<file path="src/rtl/vas_pkg.sv">
// Package for the valve actuator supervisor: request, response and state types,
// state codes, register indexes and reset values. No dependencies.
package vas_pkg;

   // State codes carried in ctrl_state and reported as state_code
   localparam logic [2:0] ST_INIT    = 3'd0;
   localparam logic [2:0] ST_CLOSED  = 3'd1;
   localparam logic [2:0] ST_OPENING = 3'd2;
   localparam logic [2:0] ST_OPEN    = 3'd3;
   localparam logic [2:0] ST_CLOSING = 3'd4;
   localparam logic [2:0] ST_FAILED  = 3'd5;
   localparam logic [2:0] ST_NONE    = 3'd7;

   // Configuration register indexes
   localparam logic CSR_MOVE_TIMEOUT = 1'b0;
   localparam logic CSR_FAIL_HOLD    = 1'b1;

   // Configuration reset values
   localparam logic [15:0] MOVE_TIMEOUT_RST = 16'd10000;
   localparam logic [15:0] FAIL_HOLD_RST    = 16'd1000;

   typedef struct packed {
      logic closed_switch;
      logic open_switch;
      logic blocked;
      logic open_request;
      logic close_request;
   } req_type;

   typedef struct packed {
      logic       drive_open;
      logic       drive_close;
      logic       failed;
      logic [2:0] state_code;
   } rsp_type;

   typedef struct packed {
      logic [2:0]  ctrl_state;
      logic [2:0]  prior_state;
      logic [15:0] tick_count;
      logic        open_drive;
      logic        close_drive;
   } sup_state_type;

   typedef struct packed {
      logic [15:0] move_timeout;
      logic [15:0] fail_hold;
   } cfg_type;

endpackage

</file>
<file path="src/rtl/valve_actuator_supervisor.sv">
// Valve actuator supervisor top level: request register, tick logic, response register
// and configuration registers. Depends on vas_pkg and vas_step.
//
//   channel  | ports                          | direction | payload
//   request  | req_valid, req_stall, req_data | in        | req_type (switches, commands)
//   response | rsp_valid, rsp_stall, rsp_data | out       | rsp_type (drives, failed, state)
//   csr      | csr_we, csr_index, csr_wdata   | in        | 16-bit limit registers
//
// One request per cycle sustained while the response does not stall. A request passes
// through the request register, a tick of logic and the response register, in order.
// The supervisor state updates as a request moves into the response register.
// A stalled response holds; the request register keeps accepting while the response
// register drains; requests stall only while both are full and the response stalls.
// Synchronous reset returns to init with both drives off and default limits.
module valve_actuator_supervisor import vas_pkg::*; (
   input  logic        clock,
   input  logic        reset,
   input  logic        req_valid,
   output logic        req_stall,
   input  req_type     req_data,
   output logic        rsp_valid,
   input  logic        rsp_stall,
   output rsp_type     rsp_data,
   input  logic        csr_we,
   input  logic        csr_index,
   input  logic [15:0] csr_wdata
);

   logic          req_valid_ff;
   req_type       req_data_ff;
   logic          rsp_valid_ff;
   rsp_type       rsp_data_ff;
   sup_state_type sup_ff;
   sup_state_type sup_in;
   rsp_type       rsp_in;
   cfg_type       cfg_ff;
   logic          advance;
   logic          req_take;

   // Move a request into the response register when that slot is free or draining
   assign advance   = req_valid_ff && (!rsp_valid_ff || !rsp_stall);
   assign req_stall = req_valid_ff && !advance;
   assign req_take  = req_valid && !req_stall;

   vas_step u_step (
      .cur_state (sup_ff),
      .req_item  (req_data_ff),
      .cfg       (cfg_ff),
      .nxt_state (sup_in),
      .rsp_item  (rsp_in)
   );

   // Hold the request register
   always_ff @(posedge clock) begin
      if (reset) begin
         req_valid_ff <= 1'b0;
      end else if (req_take) begin
         req_valid_ff <= 1'b1;
      end else if (advance) begin
         req_valid_ff <= 1'b0;
      end
      if (req_take) req_data_ff <= req_data;
   end

   // Hold the response register and advance the supervisor state
   always_ff @(posedge clock) begin
      if (reset) begin
         rsp_valid_ff       <= 1'b0;
         sup_ff.ctrl_state  <= ST_INIT;
         sup_ff.prior_state <= ST_NONE;
         sup_ff.tick_count  <= 16'd0;
         sup_ff.open_drive  <= 1'b0;
         sup_ff.close_drive <= 1'b0;
      end else if (advance) begin
         rsp_valid_ff <= 1'b1;
         sup_ff       <= sup_in;
      end else if (!rsp_stall) begin
         rsp_valid_ff <= 1'b0;
      end
      if (advance) rsp_data_ff <= rsp_in;
   end

   // Write the limit registers
   always_ff @(posedge clock) begin
      if (reset) begin
         cfg_ff.move_timeout <= MOVE_TIMEOUT_RST;
         cfg_ff.fail_hold    <= FAIL_HOLD_RST;
      end else if (csr_we) begin
         unique case (csr_index)
            CSR_MOVE_TIMEOUT: cfg_ff.move_timeout <= csr_wdata;
            CSR_FAIL_HOLD:    cfg_ff.fail_hold    <= csr_wdata;
            default:          cfg_ff.fail_hold    <= cfg_ff.fail_hold;
         endcase
      end
   end

   assign rsp_valid = rsp_valid_ff;
   assign rsp_data  = rsp_data_ff;

endmodule

</file>
<file path="src/rtl/vas_step.sv">
// One supervisor tick: next state and response from the current state and one request.
// Depends on vas_pkg.
module vas_step import vas_pkg::*; (
   input  sup_state_type cur_state,
   input  req_type       req_item,
   input  cfg_type       cfg,
   output sup_state_type nxt_state,
   output rsp_type       rsp_item
);

   logic        entry;
   logic        force_fail;
   logic [2:0]  eff_state;
   logic [15:0] cnt_base;
   logic [15:0] cnt_limit;
   logic [16:0] cnt_inc;
   logic        cnt_over;
   logic [15:0] cnt_sat;

   // Detect state entry before the forced-failure check
   assign entry      = (cur_state.ctrl_state != cur_state.prior_state);
   assign force_fail = (req_item.closed_switch == req_item.open_switch) || req_item.blocked;
   assign eff_state  = force_fail ? ST_FAILED : cur_state.ctrl_state;

   // Saturating tick counter against the limit of the current state
   assign cnt_base  = entry ? 16'd0 : cur_state.tick_count;
   assign cnt_limit = (eff_state == ST_FAILED) ? cfg.fail_hold : cfg.move_timeout;
   assign cnt_inc   = {1'b0, cnt_base} + 17'd1;
   assign cnt_over  = (cnt_inc > {1'b0, cnt_limit});
   assign cnt_sat   = cnt_over ? cnt_limit : cnt_inc[15:0];

   // Advance the state machine by one tick
   always_comb begin
      nxt_state             = cur_state;
      nxt_state.prior_state = cur_state.ctrl_state;
      nxt_state.ctrl_state  = eff_state;
      unique case (eff_state)
         ST_INIT: begin
            if (entry) begin
               nxt_state.open_drive  = 1'b0;
               nxt_state.close_drive = 1'b0;
               nxt_state.tick_count  = 16'd0;
            end
            if (req_item.closed_switch) nxt_state.ctrl_state = ST_CLOSED;
            if (req_item.open_switch)   nxt_state.ctrl_state = ST_OPEN;
         end
         ST_CLOSED: begin
            if (entry) nxt_state.tick_count = 16'd0;
            if (req_item.open_switch)  nxt_state.ctrl_state = ST_FAILED;
            if (req_item.open_request) nxt_state.ctrl_state = ST_OPENING;
         end
         ST_OPENING: begin
            if (entry) begin
               nxt_state.open_drive  = 1'b1;
               nxt_state.close_drive = 1'b0;
            end
            nxt_state.tick_count = cnt_sat;
            if (req_item.open_switch) nxt_state.ctrl_state = ST_OPEN;
            if (cnt_over)             nxt_state.ctrl_state = ST_FAILED;
         end
         ST_OPEN: begin
            if (entry) nxt_state.tick_count = 16'd0;
            if (req_item.closed_switch) nxt_state.ctrl_state = ST_FAILED;
            if (req_item.close_request) nxt_state.ctrl_state = ST_CLOSING;
         end
         ST_CLOSING: begin
            if (entry) begin
               nxt_state.close_drive = 1'b1;
               nxt_state.open_drive  = 1'b0;
            end
            nxt_state.tick_count = cnt_sat;
            if (req_item.closed_switch) nxt_state.ctrl_state = ST_CLOSED;
            if (cnt_over)               nxt_state.ctrl_state = ST_FAILED;
         end
         ST_FAILED: begin
            if (entry) begin
               nxt_state.open_drive  = 1'b0;
               nxt_state.close_drive = 1'b0;
            end
            nxt_state.tick_count = cnt_sat;
            if (cnt_over) begin
               if (req_item.closed_switch) nxt_state.ctrl_state = ST_CLOSED;
               if (req_item.open_switch)   nxt_state.ctrl_state = ST_OPEN;
            end
         end
         default: begin
            // unused codes only track entry
         end
      endcase
   end

   // Build the response from the updated state; failed marks a tick spent in failed
   assign rsp_item.drive_open  = nxt_state.open_drive;
   assign rsp_item.drive_close = nxt_state.close_drive;
   assign rsp_item.failed      = (eff_state == ST_FAILED);
   assign rsp_item.state_code  = nxt_state.ctrl_state;

endmodule

</file>
<file path="config.mk">
export PLATFORM = sky130hd
export DESIGN_NAME = valve_actuator_supervisor
export DESIGN_NICKNAME = d
export VERILOG_FILES = /design/src/rtl/vas_pkg.sv /design/src/rtl/valve_actuator_supervisor.sv /design/src/rtl/vas_step.sv
export SDC_FILE = /design/constraint.sdc
export NUM_CORES = 1
export LEC_CHECK = 0
export ABC_AREA = 1
export BUFFER_PORTS_ARGS = -buffer_cell sky130_fd_sc_hd__buf_2
export CAP_MARGIN = 0
export CORE_MARGIN = 5
export CORE_UTILIZATION = 33
export DETAILED_ROUTE_END_ITERATION = 16
export MAX_ROUTING_LAYER = met4
export PLACE_DENSITY = 0.5
export RECOVER_POWER = 100
export SETUP_SLACK_MARGIN = 0.1
export SLEW_MARGIN = 20
export SYNTH_ARGS = -nofsm -noshare
export SYNTH_HDL_FRONTEND = slang
export SYNTH_SLANG_ARGS = --single-unit
</file>
<file path="constraint.sdc">
create_clock -name clock -period 5.87 [get_ports clock]
set_input_delay 1.174 -clock clock [delete_from_list [all_inputs] [get_ports clock]]
set_output_delay 1.174 -clock clock [all_outputs]
set_load 0.01 [all_outputs]
</file>
# After elaboration in Yosys (flattened, before gate mapping)
# Index checks and enable logic that the tools add are counted.
[word_totals] ff_bits=69 word_cells=72
[classes] add_sub_neg=1 order_cmp=1 n_eq_ne=9 muxes=25 bitwise=1 n_reduce_logical=17
[op_table] cell="16-bit two-way mux" count=3
[op_table] cell="16-bit one-hot mux with 3 select lines" count=1
[op_table] cell="3-bit two-way mux" count=11
[op_table] cell="18-bit two-way mux" count=1
[op_table] cell="3-bit one-hot mux with 6 select lines" count=1
[op_table] cell="16-bit by 1-bit adder with 17-bit output, second input constant" count=1
[op_table] cell="17-bit by 16-bit greater-than comparator with 1-bit output" count=1
[op_table] cell="2-bit one-hot mux with 4 select lines" count=1
[op_table] cell="3-bit by 2-bit == test with 1-bit output, second input constant" count=2
[op_table] cell="3-bit == test, second input constant" count=2
[op_table] cell="2-bit two-way mux" count=3
[op_table] cell="1-bit zero test" count=4
[op_table] cell="1-bit two-way mux" count=4
[op_table] cell="2-bit by 1-bit != test with 1-bit output, second input constant" count=2
[op_table] cell="2-bit AND reduction" count=2
[op_table] cell="3-bit by 1-bit == test with 1-bit output, second input constant" count=1
[op_table] cell="1-bit logical AND" count=3
[op_table] cell="3-bit zero test" count=1
[op_table] cell="3-bit != test" count=1
[op_table] cell="3-bit AND reduction" count=1
[op_table] cell="3-bit nonzero test" count=1
[op_table] cell="3-bit OR reduction" count=1
[op_table] cell="1-bit logical OR" count=2
[op_table] cell="2-bit nonzero test" count=1
[op_table] cell="other kinds (3)" count=3

# Longest topological paths before layout
# Gate-level depths: netlist of the first run.
[depth] ltp_word=8 ltp_mapped=34 ltp_nobuf=32

# By module
# A second synthesis of the first run with hierarchy kept.
[hier_totals] cells_unflattened=690 area_unflattened_um2=4569.4
[modules_own_cells] mod="valve_actuator_supervisor" n_inst=1 cells_per_inst=327 area_per_inst_um2=2626.3
[modules_own_cells] mod="vas_step" n_inst=1 cells_per_inst=363 area_per_inst_um2=1943.1

# Worst setup path after synthesis of the first run
# Ideal clock, no wire load.
[synth_timing] kind="reg-to-reg" from="register sup_ff[22] in the netlist's numbering" to="register rsp_data_ff, in the netlist rsp_data[0], data pin" setup_ns=0.260 t_arrival_ns=3.387 required_ns=5.610 setup_slack_ns=2.223 path_stages_with_launch=28 n_path_buf=1 cell_sequence="dfxtp_1 -> buf_4 -> inv_4 -> nand2_1 -> nand2_2 -> nor2_8 -> nand2_4 -> nor2_1 -> ha_1 -> nand2_1 -> nor2_4 -> nand3_2 -> nor2_2 -> nand2_1 -> xor2_1 -> inv_1 -> ha_1 -> nand2_1 -> nor4_1 -> nand2_1 -> nor3_1 -> nand2_2 -> nand2_4 -> nand2_1 -> nand2_1 -> nand2_1 -> nor2_1 -> a21oi_1"
[synth_lines] element="start, declared" line_no="valve_actuator_supervisor.sv:33" text="sup_state_type sup_ff;"
[synth_lines] element="start signal, assigned" line_no="valve_actuator_supervisor.sv:76" text="sup_ff <= sup_in;"
[synth_lines] element="end signal, assigned" line_no="valve_actuator_supervisor.sv:80" text="if (advance) rsp_data_ff <= rsp_in;"
[synth_lines] element="end, declared" line_no="valve_actuator_supervisor.sv:32" text="rsp_type rsp_data_ff;"

==> results of run 1 <==
-- stage by stage --
| stage | utilization (%) | total power, mW | instance area [µm²] |
|---|---|---|---|
| 2_1_floorplan | - | 0.679 | 4270 |
| 3_3_place_gp | 36.2 | 0.736 | 4580 |
| 3_5_place_dp | 36.3 | 0.738 | 4590 |
| 4_1_cts | 39.1 | 1.37 | 4950 |
| 5_1_grt | 38.8 | 1.43 | 4910 |
| 6_report | 38.8 | 1.36 | 4910 |
-- sequential cells by signal, summed over array words and instances, names as in the netlist --
| register | cells |
|---|---|
| sup_ff | 24 |
| cfg_ff | 32 |
| req_valid_ff | 1 |
| req_data_ff | 5 |
| rsp_data | 6 |
| rsp_valid | 1 |
-- critical path: cells and delay by family (launching register included) --
kind,cells,cell delay [ps]
AND/OR/NAND/NOR,20,3180
XOR/XNOR,1,190
flip-flops,1,530
buffers and inverters,2,140
adder cells (fa/ha/maj),2,560
AO/OA/AOI/OAI,1,60
-- power breakdown --
part / internal, mW / switching, mW
Combinational: 0.0627 / 0.126
Clock: 0.422 / 0.213
Sequential: 0.515 / 0.0217
-- metal layers --
metal | global-route usage (%) | part of all wire (%) | vias to the layer above | wire [µm]
met5 | - | 0 | - | 0
met2 | 24.3 | 44 | 89 | 5080
met4 | 4.91 | 1.3 | 0 | 146
met1 | 22.6 | 50 | 1829 | 5720
met3 | 2.95 | 5.0 | 12 | 570
li1 | - | - | 2029 | -
-- synthesized netlist by cell type (all sizes together), types with 2 or more instances --
| library cell | count | area, µm² |
|---|---|---|
| o211ai | 5 | 37.5 |
| or2 | 2 | 12.5 |
| a31oi | 3 | 18.8 |
| nor4 | 2 | 12.5 |
| inv | 77 | 292 |
| nand3 | 40 | 223 |
| nand4 | 9 | 83.8 |
| xor2 | 7 | 61.3 |
| nand2 | 138 | 561 |
| ha | 17 | 213 |
| nor3 | 7 | 40.0 |
| clkbuf | 14 | 52.6 |
| nor2 | 85 | 373 |
| a211oi | 2 | 15.0 |
| o21ai | 51 | 259 |
| buf | 7 | 55.1 |
| edfxtp | 11 | 330 |
| nand3b | 2 | 15.0 |
| dfxtp | 58 | 1160 |
| mux2i | 15 | 150 |
| a21oi | 42 | 221 |
-- cells by family after synthesis --
group | share of synthesized area, %
mux | 3.51
simple gates | 31.5
compound gates | 14.0
flops | 34.9
fa+ha+maj | 4.98
xor+xnor | 1.64
buf+inv | 9.43
-- final cells by class --
type	instances	area, µm²	share of cell area, %
multi-input cells	436	2370	48.2
flip-flops and latches	69	1490	30.3
inverters	78	295	6.01
clock buffers	12	278	5.65
well taps	172	215	4.38
repair buffers	39	189	3.84
clock inverters	4	76.3	1.55
-- final timing paths --
kind	to	slack, ps	cells after the start
worst max-delay path	rsp_data[0]	930	26
worst max register to register	rsp_data[0]	930	26
worst min-delay path	cfg_ff[26]	450	2
worst min register to register	cfg_ff[26]	450	2
==> results.sh, run 1 <==
export IMPL_cts_hold_fix_buffers=0
export IMPL_startpoint="sup_ff[22]"
export IMPL_synth_distinct_cells=49
export IMPL_hold_violations=0
export IMPL_clkLatencyLatePin_ps=330
export IMPL_crit_required_ps=5950
export IMPL_yosysSeqAreaShare_pct=34.9
export IMPL_critPathSlowestCell="dfxtp_1"
export IMPL_syn_inst=604
export IMPL_drive_gt1_share_pct=12.9
export IMPL_rsz0062_at_grt="false"
export IMPL_finalMaxSlewViolations=56
export IMPL_cts_root_buffer="clkbuf_16"
export IMPL_ys_flop_type="dfxtp_1"
export IMPL_clock_sinks=69
export IMPL_startpoint_type="flop"
export IMPL_layout_commonest_cell="nand2_1"
export IMPL_fmax_mhz=203
export IMPL_boundaryPins=35
export IMPL_coreArea_um2=12700
export IMPL_fin_crit_sh_pct=84.1
export IMPL_setup_viol=0
export IMPL_cts_setup_buffers=0
export IMPL_yosys_warnings=0
export IMPL_p_leak_nw=2.36
export IMPL_grt_first_pass_wirelength_um=19000
export IMPL_tns_ps=0
export IMPL_fin_crit_ps=4940
export IMPL_nets=677
export IMPL_diodes=0
export IMPL_synth_edf_count=11
export IMPL_rows=41
export IMPL_cts_resized=0
export IMPL_drc=0
export IMPL_hp_class="flop to flop"
export IMPL_cp_arrival_ps=5020
export IMPL_clock_skew_ps=7.72
export IMPL_grt_ovfl_total=0
export IMPL_dr_total_vias=3959
export IMPL_worst_path_most_repeated_cell="nand2_1"
export IMPL_grt_max_degree=56
export IMPL_area_growth_syn_to_layout_pct=15.1
export IMPL_slowest_delay_ps=530
export IMPL_tritoncts="done"
export IMPL_start_util_pct=33.7
export IMPL_io_buffers=34
export IMPL_cts_max_level=3
export IMPL_antenna_found_initial=0
export IMPL_cap_violations=1
export IMPL_async_reset_ff_share_pct=0
export IMPL_avgSynthCellArea_um2=7.07
export IMPL_cp_end_kind="flop"
export IMPL_vias_per_cell=4.89
export IMPL_timing_rr_start="sup_ff[22]"
export IMPL_synth_cell_area_um2=4270
export IMPL_cts_path_max_buffers=2
export IMPL_first_iter_violations=239
export IMPL_fin_ws_ps=932
export IMPL_grtUsageTotal_pct=16.3
export IMPL_irDropWorstVdd_uv=226
export IMPL_layout_common_cells="nand2_1, nor2_1, inv_1"
export IMPL_place_ws_ps=1370
export IMPL_hp_start="cfg_ff[26]"
export IMPL_dpl_hpwl_um=8500
export IMPL_power_density_nw_per_um2=277
export IMPL_holdWs_ps=452
export IMPL_die_w_um=124
export IMPL_grt_pass1_vias=3700
export IMPL_die_height_um=124
export IMPL_cp_max_fo=24
export IMPL_wl_per_cell_um=14.2
export IMPL_placedCellCount=794
export IMPL_die_area_um2=15300
export IMPL_dr_pass1_iters=4
export IMPL_synth_nets=648
export IMPL_synth_seq_cells=69
export IMPL_tightest_slew_ps=2280
export IMPL_finalNonFillerCells=810
export IMPL_violations="max-capacitance violations, max-slew violations"
export IMPL_place_gp_congestion=0.899
export IMPL_slew_headroom_pct=-51.8
export IMPL_outcome="finished, violations left"
export IMPL_clk_pin_slew_worst_paths_ps=60
export IMPL_fill_cells=1397
export IMPL_critPathKind="flop to flop"
export IMPL_numCtsBuffers=9
export IMPL_routed_wl_um=11500
export IMPL_final_antenna_net_count=0
No activity file was read; power rests on OpenSTA's default activity.
==> inputs of run 2 (changes only) <==
Settings changed: ABC_AREA 1 to 0.
Clock period 5.87 ns to 5 ns, I/O delays scaled along.
==> run 2 against run 1 <==
  * The run still ends with max-capacitance violations, max-slew violations left
  * Cell area decreased by 8.2%
  * Final cell count decreased by 18%
  * Clock skew increased by 2.8 ps
  * Routed wire length decreased by 7.7%
  * Flip-flop and latch count unchanged
  * Power increased by 11%
  * Die area decreased by 7.6%
  * Largest cell class unchanged
  * Highest routed layer unchanged
==> results.sh, run 2 <==
export IMPL_first_iter_violations=182
export IMPL_setup_viol=0
export IMPL_clk_pin_slew_worst_paths_ps=60
export IMPL_regToRegEndpoint="sup_ff[22]"
export IMPL_nets=559
export IMPL_yosys_warnings=0
export IMPL_violations="max-capacitance violations, max-slew violations"
export IMPL_avgSynthCellArea_um2=7.95
export IMPL_dr_total_vias=3527
export IMPL_area_growth_syn_to_layout_pct=15.2
export IMPL_tightest_slew_ps=1860
export IMPL_irDropWorstVdd_uv=204
export IMPL_grtUsageTotal_pct=15.9
export IMPL_start_util_pct=34.0
export IMPL_clock_skew_ps=10.6
export IMPL_drive_gt1_share_pct=10.0
export IMPL_tritoncts="done"
export IMPL_place_gp_congestion=0.888
export IMPL_synth_seq_cells=69
export IMPL_synth_nets=537
export IMPL_diodes=0
export IMPL_grt_max_degree=45
export IMPL_crit_required_ps=5280
export IMPL_timing_rr_start="sup_ff[21]"
export IMPL_hold_violations=0
export IMPL_fin_crit_sh_pct=93.4
export IMPL_synth_distinct_cells=55
export IMPL_cts_root_buffer="clkbuf_16"
export IMPL_finalMaxSlewViolations=45
export IMPL_fin_crit_ps=4670
export IMPL_antenna_found_initial=0
export IMPL_outcome="finished, violations left"
export IMPL_synth_common_cells="nand2_1, dfxtp_1, a21oi_1"
export IMPL_synth_cell_area_um2=3920
export IMPL_rows=39
export IMPL_cts_hold_fix_buffers=0
export IMPL_cp_end_kind="flop"
export IMPL_startpoint="sup_ff[21]"
export IMPL_io_buffers=34
export IMPL_grt_ovfl_total=0
export IMPL_async_reset_ff_share_pct=0
export IMPL_crit_end="sup_ff[22]"
export IMPL_die_height_um=119
export IMPL_final_antenna_net_count=0
export IMPL_largest_register="cfg_ff"
export IMPL_cts_setup_buffers=0
export IMPL_cts_path_max_buffers=2
export IMPL_placedCellCount=647
export IMPL_die_area_um2=14200
export IMPL_power_density_nw_per_um2=333
export IMPL_grt_first_pass_wirelength_um=17600
export IMPL_yosysTopAreaCellShare_pct=29.6
export IMPL_vias_per_cell=5.32
export IMPL_hp_class="flop to flop"
export IMPL_routed_wl_um=10600
export IMPL_syn_inst=493
export IMPL_grt_pass1_vias=3381
export IMPL_synth_area_leader_cell="dfxtp_1"
export IMPL_numCtsBuffers=9
export IMPL_slew_headroom_pct=-24.3
export IMPL_boundaryPins=35
export IMPL_startpoint_type="flop"
export IMPL_dr_pass1_iters=4
export IMPL_r2r_cells=17
export IMPL_cap_violations=1
export IMPL_p_leak_nw=1.73
export IMPL_rsz0062_at_grt="false"
export IMPL_cp_arrival_ps=4950
export IMPL_dpl_hpwl_um=7550
export IMPL_rrSetupSlack_ps=330
export IMPL_cp_max_fo=26
export IMPL_die_w_um=119
export IMPL_layout_commonest_cell="nand2_1"
export IMPL_layout_common_cells="nand2_1, dfxtp_1, a21oi_1"
export IMPL_coreArea_um2=11500
export IMPL_yosysMostFrequentCell="nand2_1"
export IMPL_synth_edf_count=11
export IMPL_clkLatencyLatePin_ps=350
export IMPL_synthTopCellsByArea="dfxtp_1, nand2_1, edfxtp_1"
export IMPL_finalNonFillerCells=663
export IMPL_ys_flop_type="dfxtp_1"
export IMPL_largest_reg_flops=32
export IMPL_tns_ps=0
export IMPL_fmax_mhz=214
export IMPL_yosysSeqAreaShare_pct=38.1
export IMPL_final_core_util_pct=39.2
export IMPL_cts_resized=0
export IMPL_clock_sinks=69
export IMPL_critPathKind="flop to flop"
export IMPL_wl_per_cell_um=16.0
export IMPL_cts_max_level=3
export IMPL_drc=0
## run 2: changes by cell type after synthesis, sizes merged, moves of 7 or more
cell,before,now
nor2b,0,13
o21ai,51,21
inv,77,4
nor2,85,31
nand3b,2,14
nand2,138,117
nand3,40,22
o31ai,0,8
clkbuf,14,21
nor4,2,9
nor3,7,15
xnor2,1,10
## run 2: kinds of logic after synthesis
group / share of synthesized area, %
buffers and inverters: 3.58
flip-flops: 38.1
multiplexers: 4.12
adder cells (fa/ha/maj): 5.43
AND/OR/NAND/NOR: 31.1
AO/OA/AOI/OAI: 13.5
XOR/XNOR: 4.25
## run 2: where the power goes
part | switching [mW] | leakage, nW | internal (mW)
Sequential | 0.0184 | 0.576 | 0.590
Combinational | 0.102 | 0.984 | 0.0578
Clock | 0.249 | 0.167 | 0.487
## run 2: worst min-delay path by stage
stage	to	cells past startpoint	startpoint
after CTS	cfg_ff[22]	2	cfg_ff[22]
final	cfg_ff[22]	2	cfg_ff[22]
after global placement	cfg_ff[22]	2	cfg_ff[22]
after floorplan	cfg_ff[15]	2	cfg_ff[15]
after detailed placement	cfg_ff[22]	2	cfg_ff[22]
after global routing	cfg_ff[22]	2	cfg_ff[22]
## run 2: layout make-up
cell class / count / area (µm²)
clock inverters: 6 / 110
fillers: 1209 / 7000
well taps: 143 / 179
clock buffers: 10 / 229
repair buffers: 40 / 199
flip-flops and latches: 69 / 1490
multi-input cells: 391 / 2290
inverters: 4 / 15.0
## run 2: layer usage
| metal | share of wire (%) | up-vias | GRT usage, % | routed length, µm |
|---|---|---|---|---|
| met2 | 46 | 76 | 24.4 | 4880 |
| li1 | - | 1774 | - | - |
| met4 | 1.6 | 0 | 5.21 | 172 |
| met1 | 48 | 1661 | 21.0 | 5100 |
| met3 | 4.4 | 16 | 3.46 | 471 |
| met5 | 0 | - | - | 0 |
## run 2: per-stage QoR
step	instance area [µm²]	total power, mW	setup WS (ps)	hold WS (ps)
floorplan	3920	0.726	1390	436
CTS	4530	1.52	442	454
finish	4510	1.50	328	453
global route	4510	1.57	66.2	475
global placement	4190	0.779	636	442
detailed placement	4190	0.781	451	446
## run 2: worst max-delay path, cell delays in order, from the launching register on
cell	delay [ps]
dfxtp_1	580
xnor2_1	180
and3_1	280
and2_0	240
ha_1	300
nand2_1	90
nor4_1	360
nand2_1	110
xor2_1	160
nor2_1	140
ha_1	280
a211oi_1	230
o221ai_1	150
a21oi_1	210
a21oi_2	190
nor2_4	530
mux2_2	420
a31oi_1	160
